### config.mk
export PLATFORM = sky130hd
export DESIGN_NAME = trackball_motion_conditioner
export DESIGN_NICKNAME = d
export VERILOG_FILES = /design/src/rtl/tmc_pkg.sv /design/src/rtl/tmc_cfg_regs.sv /design/src/rtl/tmc_scroll_axis.sv /design/src/rtl/tmc_motion_core.sv /design/src/rtl/trackball_motion_conditioner.sv
export SDC_FILE = /design/constraint.sdc
export NUM_CORES = 1
export LEC_CHECK = 0
export BUFFER_PORTS_ARGS = -buffer_cell sky130_fd_sc_hd__buf_4
export CAP_MARGIN = 20
export CORE_MARGIN = 8
export CORE_UTILIZATION = 30
export CTS_BUF_LIST = sky130_fd_sc_hd__clkbuf_16
export CTS_CLUSTER_SIZE = 14
export DETAILED_ROUTE_END_ITERATION = 10
export PLACE_DENSITY = 0.42
export SLEW_MARGIN = 0
export SYNTH_ARGS = -nofsm -noshare
export SYNTH_HDL_FRONTEND = slang
export SYNTH_HIERARCHICAL = 1
export SYNTH_SLANG_ARGS = --single-unit
### constraint.sdc
create_clock -name i_clk -period 15.45 [get_ports i_clk]
set_clock_uncertainty 0.2 [all_clocks]
set_input_delay 2.3175 -clock i_clk [delete_from_list [all_inputs] [get_ports i_clk]]
set_output_delay 2.3175 -clock i_clk [all_outputs]
set_load 0.005 [all_outputs]
### src/rtl/tmc_pkg.sv
// tmc_pkg: shared types and constants for the trackball motion conditioner
// no dependencies; used by every module under rtl

package tmc_pkg;

    // field widths
    localparam int MOTION_W = 8;
    localparam int TIME_W   = 32;
    localparam int HOLD_W   = 16;
    localparam int CFG_IDX_W  = 3;
    localparam int CFG_DATA_W = 16;

    // stream widths
    localparam int S_TDATA_W = 64;
    localparam int S_TUSER_W = 3;
    localparam int M_TDATA_W = 32;
    localparam int M_TUSER_W = 1;

    // drag-scroll divisor: default and largest supported value width
    localparam int WHEEL_DIV_DEF = 8;
    localparam int DIV_W         = 7;

    // configuration reset values
    localparam logic [7:0]  SMALL_THR_RST    = 8'd2;
    localparam logic [15:0] DECEL_HOLD_RST   = 16'd200;
    localparam logic [15:0] DOUBLE_GAP_RST   = 16'd25;
    localparam logic [15:0] STREAK_GAP_RST   = 16'd10;
    localparam logic [7:0]  STREAK_THR_RST   = 8'd60;
    localparam logic [7:0]  STREAK_MAX       = 8'd255;

    // configuration register indexes
    typedef enum logic [CFG_IDX_W-1:0] {
        CFG_SMALL_THR  = 3'd0,
        CFG_DECEL_HOLD = 3'd1,
        CFG_DOUBLE_GAP = 3'd2,
        CFG_STREAK_GAP = 3'd3,
        CFG_STREAK_THR = 3'd4
    } t_cfg_idx;

    // configuration bundle
    typedef struct packed {
        logic [7:0]  small_thr;
        logic [15:0] decel_hold;
        logic [15:0] double_gap;
        logic [15:0] streak_gap;
        logic [7:0]  streak_thr;
    } t_cfg;

endpackage

### src/rtl/tmc_cfg_regs.sv
// tmc_cfg_regs: configuration register file with plain write port
// depends on tmc_pkg

module tmc_cfg_regs (
    input  logic                               i_clk,
    input  logic                               i_rst_n,
    input  logic                               i_cfg_we,
    input  logic [tmc_pkg::CFG_IDX_W-1:0]      i_cfg_idx,
    input  logic [tmc_pkg::CFG_DATA_W-1:0]     i_cfg_data,
    output tmc_pkg::t_cfg                      o_cfg
);

    tmc_pkg::t_cfg r_cfg;

    // register writes, unused indexes dropped
    always_ff @(posedge i_clk) begin
        if (!i_rst_n) begin
            r_cfg.small_thr  <= tmc_pkg::SMALL_THR_RST;
            r_cfg.decel_hold <= tmc_pkg::DECEL_HOLD_RST;
            r_cfg.double_gap <= tmc_pkg::DOUBLE_GAP_RST;
            r_cfg.streak_gap <= tmc_pkg::STREAK_GAP_RST;
            r_cfg.streak_thr <= tmc_pkg::STREAK_THR_RST;
        end else if (i_cfg_we) begin
            case (tmc_pkg::t_cfg_idx'(i_cfg_idx))
                tmc_pkg::CFG_SMALL_THR:  r_cfg.small_thr  <= i_cfg_data[7:0];
                tmc_pkg::CFG_DECEL_HOLD: r_cfg.decel_hold <= i_cfg_data;
                tmc_pkg::CFG_DOUBLE_GAP: r_cfg.double_gap <= i_cfg_data;
                tmc_pkg::CFG_STREAK_GAP: r_cfg.streak_gap <= i_cfg_data;
                tmc_pkg::CFG_STREAK_THR: r_cfg.streak_thr <= i_cfg_data[7:0];
                default: ;
            endcase
        end
    end

    assign o_cfg = r_cfg;

endmodule

### src/rtl/tmc_scroll_axis.sv
// tmc_scroll_axis: one drag-scroll axis, remainder register and constant divide
// depends on tmc_pkg; divide by reciprocal multiply, exact for 8-bit magnitudes

module tmc_scroll_axis #(
    parameter int WHEEL_DIV = tmc_pkg::WHEEL_DIV_DEF
) (
    input  logic                                i_clk,
    input  logic                                i_rst_n,
    input  logic                                i_en,
    input  logic signed [tmc_pkg::MOTION_W-1:0] i_d,
    output logic signed [tmc_pkg::MOTION_W-1:0] o_wheel
);

    localparam int RECIP_SHIFT = 16;
    localparam int RECIP_W     = RECIP_SHIFT + 1;
    localparam int PROD_W      = tmc_pkg::MOTION_W + RECIP_W;
    localparam int BACK_W      = tmc_pkg::MOTION_W + tmc_pkg::DIV_W;
    localparam logic [RECIP_W-1:0] RECIP =
        RECIP_W'(((2 ** RECIP_SHIFT) + WHEEL_DIV - 1) / WHEEL_DIV);
    localparam logic [tmc_pkg::DIV_W-1:0] DIV_C = tmc_pkg::DIV_W'(WHEEL_DIV);

    // remainder magnitude always stays below the divisor
    logic signed [tmc_pkg::MOTION_W-1:0] r_rem;
    logic signed [tmc_pkg::MOTION_W-1:0] n_rem;

    logic signed [tmc_pkg::MOTION_W:0]   w_sum;
    logic                                w_neg;
    logic [tmc_pkg::MOTION_W-1:0]        w_mag;
    logic [PROD_W-1:0]                   w_prod;
    logic [tmc_pkg::MOTION_W-1:0]        w_qm;
    logic [BACK_W-1:0]                   w_back;
    logic [tmc_pkg::DIV_W-1:0]           w_rm;
    logic [tmc_pkg::MOTION_W-1:0]        w_wheel;

    // remainder plus motion, split into sign and magnitude
    always_comb begin
        w_sum  = {r_rem[tmc_pkg::MOTION_W-1], r_rem} + {i_d[tmc_pkg::MOTION_W-1], i_d};
        w_neg  = w_sum[tmc_pkg::MOTION_W];
        w_mag  = w_neg ? tmc_pkg::MOTION_W'(-w_sum) : w_sum[tmc_pkg::MOTION_W-1:0];
    end

    // quotient toward zero and remainder
    always_comb begin
        w_prod = PROD_W'(w_mag) * PROD_W'(RECIP);
        w_qm   = w_prod[RECIP_SHIFT +: tmc_pkg::MOTION_W];
        w_back = BACK_W'(w_qm) * BACK_W'(DIV_C);
        w_rm   = tmc_pkg::DIV_W'(BACK_W'(w_mag) - w_back);
        n_rem  = w_neg ? tmc_pkg::MOTION_W'(-{1'b0, w_rm}) : tmc_pkg::MOTION_W'({1'b0, w_rm});
    end

    // negated quotient, saturated to the signed 8-bit range
    always_comb begin
        if (w_neg) begin
            w_wheel = (w_qm > 8'd127) ? 8'd127 : w_qm;
        end else begin
            w_wheel = (w_qm > 8'd128) ? 8'h80 : tmc_pkg::MOTION_W'(-w_qm);
        end
    end

    assign o_wheel = w_wheel;

    always_ff @(posedge i_clk) begin
        if (!i_rst_n) begin
            r_rem <= '0;
        end else if (i_en) begin
            r_rem <= n_rem;
        end
    end

endmodule

### src/rtl/tmc_motion_core.sv
// tmc_motion_core: small-move deceleration, jitter filter and wake flag
// depends on tmc_pkg; holds the deceleration and streak state

module tmc_motion_core (
    input  logic                                i_clk,
    input  logic                                i_rst_n,
    input  logic                                i_en,
    input  tmc_pkg::t_cfg                       i_cfg,
    input  logic signed [tmc_pkg::MOTION_W-1:0] i_x,
    input  logic signed [tmc_pkg::MOTION_W-1:0] i_y,
    input  logic [tmc_pkg::TIME_W-1:0]          i_now,
    input  logic                                i_jit_on,
    input  logic                                i_layer,
    output logic signed [tmc_pkg::MOTION_W-1:0] o_x,
    output logic signed [tmc_pkg::MOTION_W-1:0] o_y,
    output logic                                o_sig
);

    localparam int MAG_W = tmc_pkg::MOTION_W + 1;

    logic                              r_small_mode;
    logic [tmc_pkg::HOLD_W-1:0]        r_small_start;
    logic [tmc_pkg::TIME_W-1:0]        r_last_double;
    logic [tmc_pkg::TIME_W-1:0]        r_last_single;
    logic [7:0]                        r_streak;

    logic                              n_small_mode;
    logic [tmc_pkg::HOLD_W-1:0]        n_small_start;
    logic [7:0]                        n_streak;

    logic [tmc_pkg::MOTION_W-1:0]      w_absx0, w_absy0, w_absx1, w_absy1;
    logic [MAG_W-1:0]                  w_mag0, w_mag1, w_magj;
    logic                              w_nonzero, w_small;
    logic [tmc_pkg::HOLD_W-1:0]        w_elapsed;
    logic                              w_slow;
    logic signed [tmc_pkg::MOTION_W-1:0] w_x1, w_y1;
    logic                              w_active, w_is2, w_treat1, w_small1;
    logic [tmc_pkg::TIME_W-1:0]        w_dgap, w_sgap;
    logic [7:0]                        w_streak_eff;
    logic                              w_zero;

    function automatic logic [tmc_pkg::MOTION_W-1:0] f_abs(
        input logic signed [tmc_pkg::MOTION_W-1:0] v
    );
        return v[tmc_pkg::MOTION_W-1] ? tmc_pkg::MOTION_W'(-v) : v;
    endfunction

    // divide by two toward zero, leaving -1, 0 and 1 alone
    function automatic logic signed [tmc_pkg::MOTION_W-1:0] f_halve(
        input logic signed [tmc_pkg::MOTION_W-1:0] v
    );
        logic signed [tmc_pkg::MOTION_W-1:0] t;
        t = v + $signed({{(tmc_pkg::MOTION_W-1){1'b0}}, v[tmc_pkg::MOTION_W-1]});
        return (v > 8'sd1 || v < -8'sd1) ? (t >>> 1) : v;
    endfunction

    // small-move detection and deceleration
    always_comb begin
        w_absx0   = f_abs(i_x);
        w_absy0   = f_abs(i_y);
        w_mag0    = MAG_W'(w_absx0) + MAG_W'(w_absy0);
        w_nonzero = (i_x != '0) || (i_y != '0);
        w_small   = w_mag0 <= MAG_W'(i_cfg.small_thr);
        w_elapsed = i_now[tmc_pkg::HOLD_W-1:0] - r_small_start;
        w_slow    = w_nonzero && w_small && r_small_mode && (w_elapsed > i_cfg.decel_hold);
        w_x1      = w_slow ? f_halve(i_x) : i_x;
        w_y1      = w_slow ? f_halve(i_y) : i_y;

        n_small_mode  = r_small_mode;
        n_small_start = r_small_start;
        if (w_nonzero) begin
            n_small_mode = w_small;
            if (w_small && !r_small_mode) begin
                n_small_start = i_now[tmc_pkg::HOLD_W-1:0];
            end
        end
    end

    // jitter filter and streak counting
    always_comb begin
        w_absx1  = f_abs(w_x1);
        w_absy1  = f_abs(w_y1);
        w_mag1   = MAG_W'(w_absx1) + MAG_W'(w_absy1);
        w_active = i_jit_on && !i_layer;
        w_is2    = w_mag1 == MAG_W'(2);
        w_dgap   = i_now - r_last_double;
        w_sgap   = i_now - r_last_single;
        w_treat1 = w_active && w_is2 && (w_dgap > tmc_pkg::TIME_W'(i_cfg.double_gap));
        w_small1 = (w_mag1 == MAG_W'(1)) || w_treat1;
        w_magj   = w_treat1 ? MAG_W'(1) : w_mag1;

        if (w_sgap < tmc_pkg::TIME_W'(i_cfg.streak_gap)) begin
            n_streak = (r_streak == tmc_pkg::STREAK_MAX) ? r_streak : r_streak + 8'd1;
        end else begin
            n_streak = '0;
        end
        w_streak_eff = (w_active && w_small1) ? n_streak : r_streak;
        w_zero       = w_active && w_small1 && (n_streak < i_cfg.streak_thr);

        o_x   = w_zero ? '0 : w_x1;
        o_y   = w_zero ? '0 : w_y1;
        o_sig = ((w_magj != '0) && (i_layer || !i_jit_on)) || (w_magj > MAG_W'(1)) ||
                (w_small1 && (w_streak_eff > i_cfg.streak_thr));
    end

    always_ff @(posedge i_clk) begin
        if (!i_rst_n) begin
            r_small_mode  <= 1'b0;
            r_small_start <= '0;
            r_last_double <= '0;
            r_last_single <= '0;
            r_streak      <= '0;
        end else if (i_en) begin
            r_small_mode  <= n_small_mode;
            r_small_start <= n_small_start;
            if (w_active && w_is2) begin
                r_last_double <= i_now;
            end
            if (w_active && w_small1) begin
                r_last_single <= i_now;
                r_streak      <= n_streak;
            end
        end
    end

endmodule

### src/rtl/trackball_motion_conditioner.sv
// trackball_motion_conditioner: top level, stream ports, input and result registers
// depends on tmc_pkg, tmc_cfg_regs, tmc_scroll_axis, tmc_motion_core
//
//  channel  | direction | handshake          | content
//  s_axis   | in        | tvalid/tready      | one motion report per beat
//  m_axis   | out       | tvalid/tready      | one conditioned report per beat
//  cfg      | in        | i_cfg_we           | register index and write data
//
// one beat in, one beat out; a taken beat goes to the input register, then to the
// result register, which sets output valid; a stalled output can hold it in between
// sustained throughput is one report per cycle while the output is not stalled: all work
// sits between the input register and the result register, state updates in the same cycle
// reset is synchronous, active low; clears state, valid flags and configuration
// a stalled output holds the result; with the input register also full the input
// is held off, tready following i_m_axis_tready in the same cycle

module trackball_motion_conditioner #(
    parameter int WHEEL_DIV = tmc_pkg::WHEEL_DIV_DEF
) (
    input  logic                                i_clk,
    input  logic                                i_rst_n,
    // dx, dy, wheel_v, wheel_h, now_ms (from bit 0)
    input  logic [tmc_pkg::S_TDATA_W-1:0]       i_s_axis_tdata,
    // drag_mode, jitter_filter_on, mouse_layer_active (from bit 0)
    input  logic [tmc_pkg::S_TUSER_W-1:0]       i_s_axis_tuser,
    input  logic                                i_s_axis_tvalid,
    output logic                                o_s_axis_tready,
    // out_x, out_y, out_h, out_v (from bit 0)
    output logic [tmc_pkg::M_TDATA_W-1:0]       o_m_axis_tdata,
    // significant_move
    output logic [tmc_pkg::M_TUSER_W-1:0]       o_m_axis_tuser,
    output logic                                o_m_axis_tvalid,
    input  logic                                i_m_axis_tready,
    input  logic                                i_cfg_we,
    input  logic [tmc_pkg::CFG_IDX_W-1:0]       i_cfg_idx,
    input  logic [tmc_pkg::CFG_DATA_W-1:0]      i_cfg_data
);

    tmc_pkg::t_cfg w_cfg;

    // input register
    logic                                r_in_valid;
    logic signed [tmc_pkg::MOTION_W-1:0] r_in_dx, r_in_dy, r_in_wv, r_in_wh;
    logic [tmc_pkg::TIME_W-1:0]          r_in_now;
    logic                                r_in_drag, r_in_jit, r_in_layer;

    // result register
    logic                                r_out_valid;
    logic [tmc_pkg::M_TDATA_W-1:0]       r_out_data;
    logic                                r_out_sig;

    logic                                w_s_take, w_adv;
    logic signed [tmc_pkg::MOTION_W-1:0] w_whx, w_why;
    logic signed [tmc_pkg::MOTION_W-1:0] w_x, w_y, w_h, w_v, w_cx, w_cy;
    logic                                w_sig;

    // handshake: input register moves on whenever the result register frees up
    assign w_adv           = r_in_valid && (!r_out_valid || i_m_axis_tready);
    assign o_s_axis_tready = !r_in_valid || w_adv;
    assign w_s_take        = i_s_axis_tvalid && o_s_axis_tready;

    always_ff @(posedge i_clk) begin
        if (!i_rst_n) begin
            r_in_valid <= 1'b0;
        end else begin
            r_in_valid <= w_s_take || (r_in_valid && !w_adv);
        end
    end

    always_ff @(posedge i_clk) begin
        if (w_s_take) begin
            r_in_dx    <= i_s_axis_tdata[7:0];
            r_in_dy    <= i_s_axis_tdata[15:8];
            r_in_wv    <= i_s_axis_tdata[23:16];
            r_in_wh    <= i_s_axis_tdata[31:24];
            r_in_now   <= i_s_axis_tdata[63:32];
            r_in_drag  <= i_s_axis_tuser[0];
            r_in_jit   <= i_s_axis_tuser[1];
            r_in_layer <= i_s_axis_tuser[2];
        end
    end

    tmc_cfg_regs u_cfg (
        .i_clk      (i_clk),
        .i_rst_n    (i_rst_n),
        .i_cfg_we   (i_cfg_we),
        .i_cfg_idx  (i_cfg_idx),
        .i_cfg_data (i_cfg_data),
        .o_cfg      (w_cfg)
    );

    // drag-scroll axes
    tmc_scroll_axis #(.WHEEL_DIV(WHEEL_DIV)) u_scroll_x (
        .i_clk   (i_clk),
        .i_rst_n (i_rst_n),
        .i_en    (w_adv && r_in_drag),
        .i_d     (r_in_dx),
        .o_wheel (w_whx)
    );

    tmc_scroll_axis #(.WHEEL_DIV(WHEEL_DIV)) u_scroll_y (
        .i_clk   (i_clk),
        .i_rst_n (i_rst_n),
        .i_en    (w_adv && r_in_drag),
        .i_d     (r_in_dy),
        .o_wheel (w_why)
    );

    // drag mode zeroes cursor motion and replaces the wheel counts
    assign w_x = r_in_drag ? '0 : r_in_dx;
    assign w_y = r_in_drag ? '0 : r_in_dy;
    assign w_h = r_in_drag ? w_whx : r_in_wh;
    assign w_v = r_in_drag ? w_why : r_in_wv;

    tmc_motion_core u_core (
        .i_clk    (i_clk),
        .i_rst_n  (i_rst_n),
        .i_en     (w_adv),
        .i_cfg    (w_cfg),
        .i_x      (w_x),
        .i_y      (w_y),
        .i_now    (r_in_now),
        .i_jit_on (r_in_jit),
        .i_layer  (r_in_layer),
        .o_x      (w_cx),
        .o_y      (w_cy),
        .o_sig    (w_sig)
    );

    // result register
    always_ff @(posedge i_clk) begin
        if (!i_rst_n) begin
            r_out_valid <= 1'b0;
        end else if (w_adv) begin
            r_out_valid <= 1'b1;
        end else if (i_m_axis_tready) begin
            r_out_valid <= 1'b0;
        end
    end

    always_ff @(posedge i_clk) begin
        if (w_adv) begin
            r_out_data <= {w_v, w_h, w_cy, w_cx};
            r_out_sig  <= w_sig;
        end
    end

    assign o_m_axis_tvalid   = r_out_valid;
    assign o_m_axis_tdata    = r_out_data;
    assign o_m_axis_tuser[0] = r_out_sig;

`ifndef ASSERT_OFF
    // drag mode never moves the cursor and never wakes the layer
    a_drag_quiet: assert property (@(posedge i_clk) disable iff (!i_rst_n)
        (w_adv && r_in_drag) |=> (o_m_axis_tdata[15:0] == '0 && !o_m_axis_tuser[0]))
        else $error("drag-mode beat carried cursor motion or wake flag");

    // outside drag mode the wheel counts pass straight through
    a_wheel_pass: assert property (@(posedge i_clk) disable iff (!i_rst_n)
        (w_adv && !r_in_drag) |=>
            (o_m_axis_tdata[31:16] == $past({r_in_wv, r_in_wh})))
        else $error("wheel counts altered outside drag mode");

    // input back-pressure only while the result register is held
    a_ready_low: assert property (@(posedge i_clk) disable iff (!i_rst_n)
        !o_s_axis_tready |-> (r_out_valid && !i_m_axis_tready && r_in_valid))
        else $error("input stalled without a held result");

    // every advanced beat lands in the result register
    a_adv_valid: assert property (@(posedge i_clk) disable iff (!i_rst_n)
        w_adv |=> o_m_axis_tvalid)
        else $error("advanced beat lost before the output");
`endif

endmodule

-- Word level (Yosys, flattened, before mapping)
Index checks and enable logic that the tools add are counted.
- register bits: 271
- input bits: 91
- output and inout bits: 35
- word-level logic and storage cells: 142
- add/sub/neg operators: 22
- magnitude comparators: 15
- equal/unequal tests: 7
- muxes and demuxes: 28
- reduce and logical (&&, ||, !) cells: 45
- operator list (cell ; number):
    2-to-1 mux 8 bit ; 23
    subtractor 32 bit ; 2
    negation 8 bit ; 6
    adder 8 x 8 -> 9 bit ; 4
    greater-than comparator 32 x 16 -> 1 bit ; 1
    < comparator 32 x 16 -> 1 bit ; 1
    adder 8 x 2 -> 8 bit ; 2
    greater-than comparator 16 bit ; 1
    greater-than comparator 5 x 8 -> 1 bit, second input constant ; 2
    greater-than comparator 8 x 2 -> 1 bit, second input constant ; 2
    < comparator 8 x 1 -> 1 bit, second input constant ; 2
    negation 5 -> 8 bit ; 2
    negation 7 -> 8 bit ; 2
    AND reduction 2 bit ; 8
    nonzero test 8 bit ; 2
    subtractor 16 bit ; 1
    logical AND 1 bit ; 15
    greater-than comparator 5 x 7 -> 1 bit, second input constant ; 2
    2-to-1 mux 7 bit ; 2
    subtractor 7 bit ; 2
    logical OR 1 bit ; 10
    == test 9 x 1 -> 1 bit, second input constant ; 1
    == test 9 x 2 -> 1 bit, second input constant ; 1
    greater-than comparator 9 x 1 -> 1 bit, second input constant ; 1
    15 further kinds ; 22

-- Depth between registers and ports, before layout
Gate-level depths: netlist of run 1.
- depth in word-level cells: 21
- gate-level depth with buffers: 49
- gate-level depth less buffers: 47

-- By module
The synthesis of run 1 kept the hierarchy.
- by module, submodules not included (module ; times used ; cells each ; area an instance (µm²) ; sequential area each (µm²)):
    tmc_motion_core ; 1 ; 1658 ; 11970.2 ; 1781.7
    trackball_motion_conditioner ; 1 ; 147 ; 3474.6 ; 3042.9
    tmc_cfg_regs ; 1 ; 240 ; 2468.6 ; 1281.2
    tmc_scroll_axis at u_scroll_x ; 1 ; 112 ; 899.6 ; 100.1
    tmc_scroll_axis at u_scroll_y ; 1 ; 112 ; 898.4 ; 100.1

-- Least setup slack after synthesis of run 1
Ideal clock, no wire load.
- path kind: register -> register
- start point: register r_in_now[0] (netlist name)
- end point: register r_out_sig, in the netlist o_m_axis_tuser, data pin
- setup time: 0.262 ns
- data arrival time: 9.514 ns
- required time: 14.988 ns
- path slack: 5.474 ns
- stages on the path, launching flop included: 48
- buffers on the path: 1
- period minus slack after synthesis: 9.976 ns
- cells stage by stage: edfxtp_1 > inv_1 > ha_1 > inv_1 > fa_1 > a21o_1 > a21oi_1 > o21ai_0 > a21oi_1 > o21bai_1 > a21oi_1 > o21bai_1 > a2111oi_0 > o31ai_1 > a21oi_1 > xnor2_1 > ha_1 > and4_1 > [12 not listed] > a2111oi_0 > a21oi_1 > nor4_1 > and2_1 > o41ai_4 > nand2_4 > mux2_1 > ha_1 > nor2b_1 > o21a_1 > o21a_1 > o21ai_0 > a21oi_1 > a211oi_1 > a21oi_1 > or3_1 > a21boi_0 > o21ai_0
- cells in the longest elaborated chain, start to end: 16
- elaborated cells on any way between the ends: 30
- classes of those cells: add/sub: 6; order compare: 5; eq/ne: 2; mux: 7; reduce/logical: 10
- RTL lines (element ; line ; RTL):
    from (decl) ; trackball_motion_conditioner.sv:44 ; logic [tmc_pkg::TIME_W-1:0] r_in_now;
    from (signal assigned) ; trackball_motion_conditioner.sv:76 ; r_in_now <= i_s_axis_tdata[63:32];
    subtractor 16 bit ; tmc_motion_core.sv:64 ; w_elapsed = i_now[tmc_pkg::HOLD_W-1:0] - r_small_start;
    greater-than comparator 16 bit ; tmc_motion_core.sv:65 ; w_slow = w_nonzero && w_small && r_small_mode && (w_elapsed > i_cfg.decel_hold);
    logical AND 1 bit ; tmc_motion_core.sv:65 ;
    2-to-1 mux 8 bit, on equally long branches ; tmc_motion_core.sv:66, tmc_motion_core.sv:67 ;
    negation 8 bit ; tmc_motion_core.sv:45 ; return v[tmc_pkg::MOTION_W-1] ? tmc_pkg::MOTION_W'(-v) : v;
    2-to-1 mux 8 bit ; tmc_motion_core.sv:45 ;
    adder 8 x 8 -> 9 bit ; tmc_motion_core.sv:83 ; w_mag1 = MAG_W'(w_absx1) + MAG_W'(w_absy1);
    == test 9 x 2 -> 1 bit ; tmc_motion_core.sv:85 ; w_is2 = w_mag1 == MAG_W'(2);
    logical AND 1 bit (2 in a row) ; tmc_motion_core.sv:88 ; w_treat1 = w_active && w_is2 && (w_dgap > tmc_pkg::TIME_W'(i_cfg.double_gap));
    logical OR 1 bit ; tmc_motion_core.sv:89 ; w_small1 = (w_mag1 == MAG_W'(1)) || w_treat1;
    logical AND 1 bit ; tmc_motion_core.sv:97 ; w_streak_eff = (w_active && w_small1) ? n_streak : r_streak;
    2-to-1 mux 8 bit * ; tmc_motion_core.sv:97 ;
    via u_core.w_streak_eff[1] ; tmc_motion_core.sv:39 ; logic [7:0] w_streak_eff;
    greater-than comparator 8 bit * ; tmc_motion_core.sv:103 ; (w_small1 && (w_streak_eff > i_cfg.streak_thr));
    logical AND 1 bit * ; tmc_motion_core.sv:103 ;
    logical OR 1 bit * ; tmc_motion_core.sv:102 ; o_sig = ((w_magj != '0) && (i_layer || !i_jit_on)) || (w_magj > MAG_W'(1)) ||
    via w_sig ; trackball_motion_conditioner.sv:55 ; logic w_sig;
    to (signal assigned) ; trackball_motion_conditioner.sv:144 ; r_out_sig <= w_sig;
    to (decl) ; trackball_motion_conditioner.sv:50 ; logic r_out_sig;
The timed path passes the listed nets; every way through them passes the cells marked *.
A chain may end at the register's enable or synchronous reset.

-- Final worst setup path of run 1
Same ends and word-level chain as after synthesis.

==> results of run 1 <==
registers in the layout, indices dropped and copies added (netlist names), 5 cells and up:
register              cells
o_m_axis_tdata           32
r_in_dx                   8
r_in_dy                   8
r_in_now                 32
r_in_wh                   8
r_in_wv                   8
u_cfg/o_cfg              64
u_core/r_last_double     32
u_core/r_last_single     32
u_core/r_small_start     16
u_core/r_streak           8
u_scroll_x/r_rem          5
u_scroll_y/r_rem          5
cell type report:
| type | instances | area [um^2] |
|---|---|---|
| Tap cell | 864 | 1080 |
| Timing Repair Buffer | 147 | 1120 |
| Fill cell | 6885 | 42700 |
| Clock inverter | 28 | 325 |
| Clock buffer | 36 | 901 |
| Multi-Input combinational cell | 1712 | 12200 |
| Sequential cell | 265 | 6310 |
| Inverter | 203 | 762 |
worst max-delay path, delay by kind of cell, from the launching register on:
kind / cells / cell delay, ps
muxes: 2 / 550
buffers and inverters: 4 / 330
adders and majority gates: 6 / 1940
DFF: 1 / 420
AOI/OAI and AO/OA: 21 / 4020
and+or+nand+nor: 11 / 3700
xor gates and xnor gates: 1 / 150
power groups by stage:
stage	clock, mW	sequential, mW	combinational, mW
global placement	0	0.792	0.495
finish	0.878	0.776	0.501
detailed placement	0	0.792	0.499
floorplan	0	0.784	0.360
CTS	0.914	0.777	0.504
global route	0.937	0.779	0.562
layout by cell type, fill, tap and decap left out, types with 72 or more instances in the layout:
cell        n
inv_1     209
mux2i_1    95
o21ai_0   108
nor2_1    138
nand2_1   229
ha_1      200
edfxtp_1  100
nand3_1    75
buf_4     146
xnor2_1    72
a21oi_1   189
dfxtp_1   165
routing by layer:
layer	up-vias	GRT usage, %
met3	51	2.24
met5	-	0
li1	8286	-
met2	284	24.8
met4	0	2.89
met1	7803	21.9
through the flow:
step	worst slack, ps	power, mW
6_report	3870	2.15
5_1_grt	2540	2.28
4_1_cts	3940	2.19
3_5_place_dp	3970	1.29
3_3_place_gp	4160	1.29
2_1_floorplan	5470	1.14
logic make-up (layout without fill, tap and decap cells):
kind of cell | Yosys count | in the layout | synth area share (%)
AOI/OAI and AO/OA | 572 | 572 | 18.8
xor gates and xnor gates | 107 | 107 | 5.07
adders and majority gates | 207 | 207 | 13.4
buffers and inverters | 292 | 414 | 6.11
DFF | 265 | 265 | 32.0
muxes | 120 | 120 | 6.50
and+or+nand+nor | 706 | 706 | 18.1
final timing paths:
check,start,endpoint,slack [ps],cells past startpoint
worst min register to register,u_core/r_last_double[16],u_core/r_last_double[16],250,2
worst min-delay path,u_core/r_last_double[16],u_core/r_last_double[16],250,2
worst max register to register,r_in_now[0],o_m_axis_tuser,3870,45
worst max-delay path,r_in_now[0],o_m_axis_tuser,3870,45
==> metrics.txt, run 1 <==
Logic pwr share=a little under a quarter; synthesized area=about 20000 um^2; max-cap viol count=0; largest area contributor in the netlist=dfxtp_1; Worst-Skew Late Latency=~550 ps; total power divided by cell area=~95 nW/um^2; initial antenna violation count=0; core area=65400 um^2; DRT Wirelength=58900 um; crit-path max cell delay=870 ps; layout cell share with drive strength beyond 1=between 10% and 20%; count of clock tree sinks=around 270; worst setup path category=flop to flop; cell mode on critical path=a21oi_1; Arrival @ worst endpoint=11680 ps; Max clock buf depth=3; Synth top cells by count=229 x nand2_1, 202 x inv_1, 200 x ha_1; Final Hold Violating Endpoints=0; DRT Pass-1 Iters=6; vias in the first global route=16000; GR Overflow Total=0; drt first-iter violations=1030; internal power=between 1.5 and 2 mW; most common cell in the netlist=nand2_1; Synthesized Nets=between 2000 and 3000; Seq/Total Area, Yosys=a little under a third; Layout Cells excl Fill=3255; Slew @ Worst Pin=1090 ps; largest net degree at the start of global routing=72; Routed Antenna Nets=0; number of setup violations in the final report=0; placed instance count=between 3000 and 4000; Max VDD drop=approximately 0.056 mV; syn avg cell area=approximately 8.7 um^2; Post-synth EDFFs=100; Slew Viols, Final=0; first-pass GRT wire length=between 90000 and 100000 um; sw power=approximately 0.64 mW; Flop pwr share=36.0%; Die ar.=about 74000 um^2; Root Buffer Master=clkbuf_16; Min Clock Period, post-route=roughly 12000 ps; WL/cell=18.1 um; Ys Warns=6; post-cts resize count=0; Post-CTS Setup Inserts=0; DR DRC count=0; vias post-DR=~16000; Starting Density=a little under a third; TritonCTS clock tree=done; wire length on met2=26400 um; detailed route wirelength on metal3=around 2200 um; DR vias/cell=around 5.0; Final HPWL DP=~46000 um; Area after DPL=between 20000 and 25000 um^2; number of antenna diodes=0; IO buf count=125; Die X=272 um; Area contributors post-synth=dfxtp_1 17%, edfxtp_1 15%, ha_1 13%, mux2i_1 4.8%, a21oi_1 4.8%; CP max FO=8; highest routed metal layer=met4; critical path launch point type=flop; GP Congestion=around 0.85; CP endpoint kind=flop; Lkg Pwr=between 8 and 9 nW; post-cts hold buffer count=0; WL met1=approximately 29000 um; Post-Syn Instances=between 2000 and 2500; H-tree Lvls=2; ys flop type=dfxtp_1; status=complete, no violations; total CTS buffers=35; setup tns final=0 ps; Die Y=approximately 270 um; clock power share=40.7%; Worst Hold Class=flop to flop; Clock transition at path regs=roughly 60 ps; unrepaired setup endpoints after global routing=false; Layout Area Growth over Synthesis=15.2%; switching share of total power=between 20% and 30%; Synth async-reset ratio=0%; synth unique cells=around 110; GR Util All Layers=15.4%; hold_ws=~250 ps; FMAX=0.0863 GHz; post-synth top area share=between 10% and 20%; Crit path required time=~16000 ps; Rows=94; Core Util, Final=between 30% and 40%; worst relative slew slack=between 20% and 30%; fin area=between 20000 and 25000 um^2; layout net count=roughly 2700; I/O pin cnt=about 130; Crit-path slowest cell=nor4_1; Yosys reg bits=between 200 and 300; Tcrit/Tclk final=75.0%
Power figures use the tool's default switching activity.
==> run 2: changes to the inputs <==
clock period = 11.4 ns   (was 15.45 ns; I/O delays follow)
==> metrics.txt, run 2 (synthesized netlist as in run 1, its figures left out) <==
Min Clock Period, post-route=10520 ps (-1070 ps); Crit-path slowest cell=o41ai_1; Fill cells=6823 (-0.90%); DR vias/cell=5.02 (-0.58%); Die X=272 um (unchanged); CP endpoint kind=flop; DRT Wirelength=59600 um (+1.2%); placed instance count=3203 (+0.47%); number of antenna diodes=0 (unchanged); Layout Cells excl Fill=3269 (+0.43%); GR Util All Layers=15.5% (+0.12 points); drt first-iter violations=979 (-5.0%); HP Start=u_core/r_last_double[5]; GRT met3 Usage=1.96% (-0.28 points); Max clock buf depth=3 (unchanged); FMAX=0.0951 GHz (+10%); total power divided by cell area=124 nW/um^2 (+31%); Worst R2R Path Depth=43 (-4.4%); total CTS buffers=36 (+2.9%); Die Y=272 um (unchanged); layout cell share with drive strength beyond 1=12.4% (+0.55 points); Root Buffer Master=clkbuf_16; initial antenna violation count=0 (unchanged); WHS Endpoint=u_core/r_last_double[5]; WL/cell=18.2 um (+0.76%); vias in the first global route=16100 (+0.26%); Slew Viols, Final=0 (unchanged); worst setup path category=flop to flop; GR Overflow Total=0 (unchanged); Starting Density=30.1% (unchanged); I/O pin cnt=126 (unchanged); Max VDD drop=0.0764 mV (+36%); Post-CTS Setup Inserts=0 (unchanged); Die ar.=74200 um^2 (unchanged); hold path depth=2 (unchanged); first-pass GRT wire length=92700 um (+0.61%); core area=65400 um^2 (unchanged); largest net degree at the start of global routing=69 (-4.2%); IO buf count=125 (unchanged); Final HPWL DP=46500 um (+1.6%); CP max FO=9 (+1); vias post-DR=16400 (-0.15%); max-cap viol count=0 (unchanged); critical path launch point type=flop; Routed Antenna Nets=0 (unchanged); H-tree Lvls=2 (unchanged); Worst R2R Setup Slack=880 ps (-2980 ps); cell mode on critical path=o21ai_0; Rows=94 (unchanged); Slew @ Worst Pin=1060 ps (-29.9 ps); FF-to-FF End=o_m_axis_tuser; delay-heaviest family, CP=compound AO/OA/AOI/OAI gates; Worst-Skew Late Latency=550 ps (about the same); TritonCTS clock tree=done; GP Congestion=0.862 (+1.5%); setup tns final=0 ps (unchanged); most frequent cells in the layout=229 x nand2_1, 213 x inv_1, 200 x ha_1; CP bufs+invs=2 (-2); hold_ws=250 ps (-2.04 ps); Final Hold Violating Endpoints=0 (unchanged); worst relative slew slack=29.4% (+2.0 points); status=complete, no violations; global route hottest layer=met2; Tcrit/Tclk final=92.3% (+17 points); Layout Area Growth over Synthesis=15.3% (about the same); GR Util met1=22.3% (+0.33 points); met2 Usage GRT=24.3% (-0.44 points); Worst Hold Class=flop to flop; Lkg Pwr=8.85 nW (+0.43%); DR DRC count=0 (unchanged); Largest register FFs=64 (unchanged); most common cell after layout, fill and taps aside=nand2_1; Arrival @ worst endpoint=10610 ps (-1070 ps); number of setup violations in the final report=0 (unchanged); RR Startpoint=r_in_now[1]; count of clock tree sinks=265 (unchanged); crit-path max cell delay=650 ps (-220 ps); layout net count=2675 (+0.49%); DRT Pass-1 Iters=5 (-1); Crit path required time=11490 ps (-4050 ps); unrepaired setup endpoints after global routing=false; Clock transition at path regs=60 ps (about the same)
-- run 2: cell count changes in the layout (fill, tap and decap cells not counted), sizes merged --
| cell | change |
|---|---|
| buf | +12 |
| bufinv | -5 |
| clkbuf | +1 |
| clkinv | -1 |
| clkinvlp | +1 |
| inv | +6 |
-- run 2: through the flow --
step	cell area, um^2	utilization [%]	total power, mW	worst slack [ps]
6_report	22700	34.8	2.82	883
5_1_grt	22700	34.8	2.98	0.894
4_1_cts	22700	34.7	2.87	759
3_5_place_dp	21600	33.0	1.76	823
3_3_place_gp	21600	33.0	1.75	990
2_1_floorplan	19700	-	1.55	1420
-- run 2: worst max-delay path by stage --
stage	cells after the start	startpoint	endpoint	slack [ps]
2_1_floorplan	47	r_in_now[0]	o_m_axis_tuser	1420
3_3_place_gp	47	r_in_now[0]	o_m_axis_tuser	990
3_5_place_dp	46	r_in_now[0]	o_m_axis_tuser	820
4_1_cts	46	r_in_now[0]	o_m_axis_tuser	760
5_1_grt	43	r_in_now[1]	o_m_axis_tuser	0.9
6_report	43	r_in_now[1]	o_m_axis_tuser	880
-- run 2: tightest hold or removal path: stages (launching register included) --
cell and delay, ps:
dfxtp_1 300, nand2_1 50, a21oi_1 50
-- run 2: repair_timing --
item                       in CTS  in global routing
hold buffers                    0                  0
setup endpoints to repair       0                  1
hold endpoints to repair        0                  0
resized for setup               0                  3
-- run 2: power by group --
| group | internal, mW | switching [mW] |
|---|---|---|
| Sequential | 1.03 | 0.0264 |
| Clock | 0.636 | 0.445 |
| Combinational | 0.292 | 0.395 |
-- run 2: layer usage --
layer / up-vias / part of all wire (%)
met4: 0 / 2.2
met1: 7743 / 50
met2: 266 / 44
met5: - / 0
met3: 63 / 3.5
li1: 8327 / -
-- run 2: layout make-up --
cell class	instances	area [um^2]	share of cell area, %
clock buffers	37	926	4.07
multi-input cells	1712	12200	53.8
repair buffers	159	1230	5.40
flip-flops and latches	265	6310	27.8
well taps	864	1080	4.76
clock inverters	29	200	0.881
inverters	203	762	3.35
